## src/rtl/clamped_moving_average_macros.svh

```systemverilog
// ----------------------------------------------------------------------------
// Clamped moving average: assertion macros
// Shared concurrent assertion forms for the clamped moving average RTL.
// ----------------------------------------------------------------------------
`ifndef CLAMPED_MOVING_AVERAGE_MACROS_SVH
`define CLAMPED_MOVING_AVERAGE_MACROS_SVH

// The consequent must hold in the same cycle as the antecedent.
`define CMA_ASSERT_NOW(label, clk, rst, ante, cons) \
   label: assert property (@(posedge clk) disable iff (rst) (ante) |-> (cons)) \
      else $error("clamped moving average: assertion failed");

// The consequent must hold in the cycle after the antecedent.
`define CMA_ASSERT_NEXT(label, clk, rst, ante, cons) \
   label: assert property (@(posedge clk) disable iff (rst) (ante) |=> (cons)) \
      else $error("clamped moving average: assertion failed");

`endif

```

## src/rtl/cma_pkg.sv

```systemverilog
// ----------------------------------------------------------------------------
// Clamped moving average package
// Register indexes, field widths, reset values and shared types.
// ----------------------------------------------------------------------------
package cma_pkg;

   // Configuration port.
   localparam int CSR_INDEX_BITS = 2;
   localparam int CSR_DATA_BITS  = 16;

   localparam logic [CSR_INDEX_BITS-1:0] CSR_WINDOW_SIZE = 2'd0;
   localparam logic [CSR_INDEX_BITS-1:0] CSR_LOW_LIMIT   = 2'd1;
   localparam logic [CSR_INDEX_BITS-1:0] CSR_HIGH_LIMIT  = 2'd2;

   // Fixed field widths.
   localparam int WINDOW_SIZE_BITS = 7;
   localparam int LIMIT_BITS       = 16;
   localparam int RING_BITS        = 16;
   localparam int AVG_BITS         = 16;
   localparam int CHANNEL_BITS     = 3;

   // Register reset values.
   localparam logic [WINDOW_SIZE_BITS-1:0] WINDOW_SIZE_RESET = 7'd8;
   localparam logic [LIMIT_BITS-1:0]       LOW_LIMIT_RESET   = 16'h8000;
   localparam logic [LIMIT_BITS-1:0]       HIGH_LIMIT_RESET  = 16'h7FFF;

   // Parameter defaults.
   localparam int CHANNELS_DEFAULT    = 8;
   localparam int WINDOW_MAX_DEFAULT  = 64;
   localparam int SAMPLE_BITS_DEFAULT = 16;

   // Status of the serial divider.
   typedef struct packed {
      logic busy;
      logic done;
   } div_stat_type;

endpackage

```

## src/rtl/cma_div.sv

```systemverilog
// ----------------------------------------------------------------------------
// Clamped moving average: serial divider
// Signed dividend by unsigned divisor, restoring, one quotient bit per cycle,
// quotient truncated toward zero.
// ----------------------------------------------------------------------------
`include "clamped_moving_average_macros.svh"

module cma_div #(
   parameter int SUM_BITS = 23,
   parameter int WS_BITS  = 7
) (
   input  logic                                clock,
   input  logic                                reset,
   input  logic                                start,
   input  logic signed [SUM_BITS-1:0]          dividend,
   input  logic        [WS_BITS-1:0]           divisor,
   output cma_pkg::div_stat_type               stat,
   output logic signed [cma_pkg::AVG_BITS-1:0] quotient
);
   import cma_pkg::*;

   localparam int CNT_BITS = $clog2(SUM_BITS + 1);

   logic                busy_ff, busy_in;
   logic                done_ff, done_in;
   logic [CNT_BITS-1:0] cnt_ff, cnt_in;
   logic [WS_BITS-1:0]  rem_ff, rem_in;
   logic [SUM_BITS-1:0] quo_ff, quo_in;
   logic [WS_BITS-1:0]  dvs_ff, dvs_in;
   logic                neg_ff, neg_in;

   logic [WS_BITS:0]    shifted;
   logic [WS_BITS:0]    diff;
   logic                fits;
   logic [SUM_BITS-1:0] quo_signed;

   assign shifted = {rem_ff, quo_ff[SUM_BITS-1]};
   assign diff    = shifted - {1'b0, dvs_ff};
   assign fits    = (shifted >= {1'b0, dvs_ff});

   always_comb begin
      busy_in = busy_ff;
      done_in = 1'b0;
      cnt_in  = cnt_ff;
      rem_in  = rem_ff;
      quo_in  = quo_ff;
      dvs_in  = dvs_ff;
      neg_in  = neg_ff;
      if (start) begin
         // The magnitude of the most negative sum still fits unsigned.
         busy_in = 1'b1;
         cnt_in  = CNT_BITS'(SUM_BITS);
         rem_in  = '0;
         quo_in  = dividend[SUM_BITS-1] ? (SUM_BITS'(0) - dividend) : dividend;
         dvs_in  = divisor;
         neg_in  = dividend[SUM_BITS-1];
      end else if (busy_ff) begin
         rem_in = fits ? diff[WS_BITS-1:0] : shifted[WS_BITS-1:0];
         quo_in = {quo_ff[SUM_BITS-2:0], fits};
         cnt_in = cnt_ff - CNT_BITS'(1);
         if (cnt_ff == CNT_BITS'(1)) begin
            busy_in = 1'b0;
            done_in = 1'b1;
         end
      end
   end

   always_ff @(posedge clock) begin
      if (reset) begin
         busy_ff <= 1'b0;
         done_ff <= 1'b0;
         cnt_ff  <= '0;
      end else begin
         busy_ff <= busy_in;
         done_ff <= done_in;
         cnt_ff  <= cnt_in;
      end
      rem_ff <= rem_in;
      quo_ff <= quo_in;
      dvs_ff <= dvs_in;
      neg_ff <= neg_in;
   end

   assign quo_signed = neg_ff ? (SUM_BITS'(0) - quo_ff) : quo_ff;
   assign quotient   = quo_signed[AVG_BITS-1:0];
   assign stat.busy  = busy_ff;
   assign stat.done  = done_ff;

   `CMA_ASSERT_NEXT(a_start_makes_busy, clock, reset, start, busy_ff)
   `CMA_ASSERT_NOW(a_done_after_busy, clock, reset, done_ff, !busy_ff && !$past(done_ff))
   `CMA_ASSERT_NOW(a_busy_has_bits_left, clock, reset, busy_ff, cnt_ff != '0)

endmodule

```

## config.mk

```make
export PLATFORM = sky130hd
export DESIGN_NAME = cma_div
export DESIGN_NICKNAME = d
export VERILOG_FILES = /design/src/rtl/cma_pkg.sv /design/src/rtl/cma_div.sv
export VERILOG_INCLUDE_DIRS = /design/src /design/src/rtl
export SDC_FILE = /design/constraint.sdc
export NUM_CORES = 1
export LEC_CHECK = 0
export ABC_AREA = 1
export ABC_CLOCK_PERIOD_IN_PS = 1800
export BUFFER_PORTS_ARGS = -buffer_cell sky130_fd_sc_hd__buf_2
export CORE_ASPECT_RATIO = 0.9
export CORE_MARGIN = 2
export CORE_UTILIZATION = 37
export CTS_CLUSTER_SIZE = 24
export DETAILED_ROUTE_END_ITERATION = 8
export GPL_TIMING_DRIVEN = 0
export PLACE_DENSITY = 0.66
export SETUP_SLACK_MARGIN = 0.1
export SYNTH_ARGS = -nofsm -noshare
export SYNTH_HDL_FRONTEND = slang
export SYNTH_SLANG_ARGS = --single-unit
export TNS_END_PERCENT = 1
```

## constraint.sdc

```tcl
create_clock -name clock -period 1.8 [get_ports clock]
set_input_delay 0.27 -clock clock [delete_from_list [all_inputs] [get_ports clock]]
set_output_delay 0.27 -clock clock [all_outputs]
set_load 0.01 [all_outputs]
```

-- Word-level counts from Yosys, hierarchy flattened
Cells that the tools add are included.
- multiplexer cells: 11
- $lt $le $gt $ge: 1
- bitwise operators: 1
- eq/ne operators: 1
- reductions and logical operators: 3
- add/sub/neg operators: 4
- operators with widths (cell ; number):
    two-way mux 23 bit ; 3
    subtractor 1 x 23 -> 23 bit, first input constant ; 1
    two-way mux 16 bit ; 1
    subtractor 1 x 16 -> 16 bit, first input constant ; 1
    two-way mux 5 bit ; 2
    >= comparator 8 x 7 -> 1 bit ; 1
    two-way mux 7 bit ; 1
    subtractor 7 bit ; 1
    equality test 5 x 1 -> 1 bit, second input constant ; 1
    subtractor 5 x 1 -> 5 bit, second input constant ; 1
    two-way mux 1 bit ; 4
    OR reduction 3 bit ; 1
    nonzero test 2 bit ; 1
    OR reduction 2 bit ; 1
    NOT 1 bit ; 1
- output and inout port bits: 18
- bits of input ports: 33
- word-level logic and storage cells: 29
- bits in registers: 45

-- Depth between registers and ports, before layout
- depth after elaboration: 4
- mapped depth: 11
- gate-level depth less buffers: 11

-- Least setup slack after synthesis
No wires, ideal clock.
- path kind: flip-flop to flip-flop
- start: register quo_ff[22]
- end: register rem_ff[5]
- path buffers: 0
- stages on the path, launching flop included: 12
- library setup time: 0.113 ns
- required time: 1.687 ns
- data arrival time: 1.527 ns
- setup slack: 0.160 ns
- clock period less this slack: 1.640 ns
- path through: edfxtp_1 -> inv_1 -> ha_1 -> fa_1 -> inv_1 -> nand2_1 -> nand2_1 -> nand2_1 -> nand3_4 -> nand3_1 -> nand3_1 -> nand2_1
- longest elaborated chain between the ends: 2
- elaborated cells on any way between the ends: 3
- those cells by class: add/sub (1); order compare (1); mux (1)
- ends and longest elaborated chain (what ; RTL line ; text):
    start: declaration ; cma_div.sv:28 ; logic [SUM_BITS-1:0] quo_ff, quo_in;
    start signal: assignment ; cma_div.sv:79 ; quo_ff <= quo_in;
    subtractor 7 bit or >= comparator 8 x 7 -> 1 bit (tied branches) ; cma_div.sv:38, cma_div.sv:39 ;
    two-way mux 7 bit * ; cma_div.sv:58 ; rem_in = fits ? diff[WS_BITS-1:0] : shifted[WS_BITS-1:0];
    end signal: assignment ; cma_div.sv:78 ; rem_ff <= rem_in;
    end: declaration ; cma_div.sv:27 ; logic [WS_BITS-1:0] rem_ff, rem_in;
Mark *: on every way between the ends. The rest lies on a longest branch, timed or not.
A chain may end at the register's enable or synchronous reset.

-- Worst setup path after layout
- start: register quo_ff[3]
- end: output quotient[15] (netlist name)
- longest elaborated chain between the ends: 2
- ends and longest elaborated chain (what ; RTL line ; text):
    subtractor 1 x 16 -> 16 bit ; cma_div.sv:84 ; assign quo_signed = neg_ff ? (SUM_BITS'(0) - quo_ff) : quo_ff;
    two-way mux 16 bit ; cma_div.sv:84 ;
    end: declaration ; cma_div.sv:18 ; output logic signed [cma_pkg::AVG_BITS-1:0] quotient
Every way passes these cells.

==> impl_results.rst <==
.. list-table::
   :header-rows: 1

   * - Metric
     - Value
   * - Result of the run
     - complete, but fails checks
   * - Violated checks
     - setup timing
   * - Number of synthesized register bits
     - 45
   * - Most frequent cells in the layout
     - sky130_fd_sc_hd__nand2_1, sky130_fd_sc_hd__inv_1, sky130_fd_sc_hd__buf_2, sky130_fd_sc_hd__nand3_1
   * - Max cap viols
     - 0
   * - Post-synthesis instance area
     - approximately 3200 µm²
   * - Clock tree skew after final layout
     - 0.00992 ns
   * - Largest net degree at the start of global routing
     - 25
   * - Count of distinct cell types in the synthesized netlist
     - 33
   * - Clock Root Buffer
     - sky130_fd_sc_hd__clkbuf_8
   * - Worst hold slack
     - around 0.13 ns
   * - Hold_buf cts
     - 0
   * - Sequential area share after synthesis
     - between 30% and 40%
   * - Deepest level of the CTS H-tree
     - 2
   * - Setup repair after global routing missed its margin
     - yes
   * - Finish-stage setup viols
     - 10
   * - Slew Limit Fails
     - 0
   * - Starting density of the core
     - a little under two fifths
   * - CTS Sinks
     - 45
   * - Num CTS Buffers
     - 5
   * - Setup crit start kind
     - register
   * - Max Freq
     - 0.496 GHz
   * - Vias in the first global route
     - ~2800
   * - Cell types occupying the most area after synthesis
     - sky130_fd_sc_hd__edfxtp_1, sky130_fd_sc_hd__nand2_1, sky130_fd_sc_hd__dfxtp_1, sky130_fd_sc_hd__inv_1, sky130_fd_sc_hd__nand3_1
   * - Area enclosed by the die boundary
     - about 9300 µm²
   * - Pwr dens
     - 731 nW/µm²
   * - DR pass1 iterations
     - 4
   * - Detail-routed via count per cell
     - 4.74
   * - Final setup slack of the worst path
     - -0.218 ns
   * - CTS tree
     - done
   * - Proportion of layout cells with a drive suffix above 1
     - 18.7%
   * - Post-detail-place hpwl
     - about 6000 µm
   * - Mapped Avg Cell Area
     - between 7 and 8 µm²
   * - Final clock period utilization by the worst path
     - 112%
   * - DRT Wirelength
     - between 7000 and 8000 µm
   * - Proportion of netlist area held by the largest area contributor
     - between 20% and 30%
   * - Post-synthesis net count
     - 487
   * - Floorplan core area
     - 8450 µm²
   * - Final total power
     - 2760 µW
   * - LEAKAGE
     - 0.00184 µW
   * - I/O pin total
     - 51
   * - Wire length of the first global-routing pass
     - roughly 13000 µm
   * - Type of the worst setup path
     - reg2out
   * - Number of port buffers
     - 50
   * - Diodes inserted
     - 0
   * - DRC violation count after routing
     - 0
   * - Largest vdd supply drop
     - 336 µV
   * - Total GRT Usage
     - 17.3%
   * - Biggest area consumer among synthesized cells
     - sky130_fd_sc_hd__edfxtp_1
   * - Remaining global-route overflow
     - 0
   * - Hold Violations, Final
     - 0
   * - Worst R2R Setup Slack
     - 0.06 ns
   * - Starting DRC count in detailed routing
     - 194
   * - Die span in x
     - 102 µm
   * - Pin slew with the least headroom to its limit
     - 0.949 ns
   * - Number of antenna violations at the first check in global routing
     - 0
   * - Most frequent standard cell in the layout excluding fill and tap cells
     - sky130_fd_sc_hd__nand2_1
   * - Maximum fanout encountered on the critical timing path
     - 3
   * - Routed wire length per instance
     - 12.5 µm
   * - Height of the chip
     - 91.9 µm
   * - Worst setup EP type
     - primary output
   * - Crit path DAT
     - 1.75 ns
   * - Max_slew headroom
     - 36.7%
   * - Clock Path Buffers
     - 2
   * - Crit path required time
     - roughly 1.5 ns
   * - Total number of nets in the final design
     - 548
   * - Hold Crit Class
     - in2reg
   * - Remaining number of nets flagged by the antenna check after routing
     - 0
   * - Synthesized instance count
     - 442
   * - Clock-pin slew reported for the worst setup and hold paths after clock tree synthesis
     - roughly 0.090 ns
   * - Number of warnings reported in the yosys synthesis log
     - 0
   * - Final critical-path required period
     - between 2 and 2.5 ns
   * - Final weighted congestion in routability-driven placement
     - 0.897
   * - Routed vias
     - 2956
   * - Later-pin clock latency in the skew report
     - 0.31 ns
   * - Area added between synthesis and finish
     - 18.9%
   * - Row Count
     - 32
## critical path, stage by stage, from the launching register on
cell                       delay [ns]
sky130_fd_sc_hd__edfxtp_1        0.44
sky130_fd_sc_hd__nor2_2          0.17
sky130_fd_sc_hd__nand3_1         0.13
sky130_fd_sc_hd__nor2_4          0.15
sky130_fd_sc_hd__nand2_2         0.08
sky130_fd_sc_hd__o21ai_1         0.18
sky130_fd_sc_hd__xor2_1          0.15
sky130_fd_sc_hd__buf_2           0.14
## metal layers
| layer | GRT usage, % | share of wire [%] | vias up |
|---|---|---|---|
| met1 | 23.9 | 48 | 1340 |
| li1 | - | - | 1554 |
| met3 | 3.05 | 4.1 | 6 |
| met5 | 0 | 0 | - |
| met2 | 27.5 | 47 | 56 |
| met4 | 5.07 | 1.0 | 0 |
## metrics by stage
| step | TNS [ns] | setup WS, ns | utilization (%) | std cells | instance area (µm²) |
|---|---|---|---|---|---|
| after global placement | -6.40 | -0.268 | 42.3 | 611 | 3580 |
| final | -1.45 | -0.218 | 44.7 | 623 | 3780 |
| after CTS | -2.04 | -0.252 | 44.2 | 622 | 3730 |
| after floorplan | 0 | 0.160 | - | 442 | 3180 |
| after detailed placement | -8.01 | -0.315 | 42.3 | 611 | 3580 |
| after global routing | -5.47 | -0.374 | 44.7 | 623 | 3780 |
## final timing paths
kind | depth (start not counted) | endpoint | startpoint
hold / removal | 1 | dvs_ff[6] | divisor[6]
hold reg to reg | 2 | cnt_ff[4] | cnt_ff[4]
setup / recovery | 7 | quotient[15] | quo_ff[3]
setup reg to reg | 10 | rem_ff[6] | quo_ff[22]
## state kept, by name (all words and copies together), names as in the netlist
| signal | count |
|---|---|
| neg_ff | 1 |
| rem_ff | 7 |
| dvs_ff | 7 |
| done_ff | 1 |
| cnt_ff | 5 |
| quo_ff | 23 |
| busy_ff | 1 |
## power breakdown
| group | internal (µW) | leakage [µW] | switching, µW |
|---|---|---|---|
| combinational | 292 | 0.00136 | 461 |
| clock | 355 | 0.0000510 | 365 |
| sequential | 1220 | 0.000428 | 64.5 |
## cell families after synthesis
logic type,Yosys count,share of synthesized area (%)
AOI/OAI and AO/OA,51,9.25
xor gates and xnor gates,20,5.51
adders and majority gates,12,4.96
buffers and inverters,82,10.3
DFF,45,38.1
and+or+nand+nor,232,31.9
## Yosys cell counts, drive strengths merged
master / count
a21oi: 11
a221oi: 1
a31oi: 3
buf: 8
clkbuf: 4
dfxtp: 14
edfxtp: 31
fa: 1
ha: 11
inv: 70
nand2: 128
nand3: 45
nand3b: 4
nand4: 14
nor2: 35
nor3: 5
o211ai: 1
o21ai: 30
o21bai: 1
o22ai: 2
o31ai: 2
or2: 1
xnor2: 2
xor2: 18
## repair_timing
item                                    4_1_cts  5_1_grt
gates resized for setup                      12        9
setup buffers                                 3        1
endpoints found under the setup margin       46       46
pin swaps                                     4        4
hold endpoints to repair                      0        0
## area by class of cell
class / instances / area (µm²)
Buffer: 12 / 65.1
Clock buffer: 7 / 97.6
Clock inverter: 1 / 3.75
Fill cell: 851 / 4670
Inverter: 70 / 263
Multi-Input combinational cell: 315 / 1710
Sequential cell: 45 / 1210
Tap cell: 119 / 149
Timing Repair Buffer: 54 / 280
Note: power is estimated with default switching activity, not from simulation.
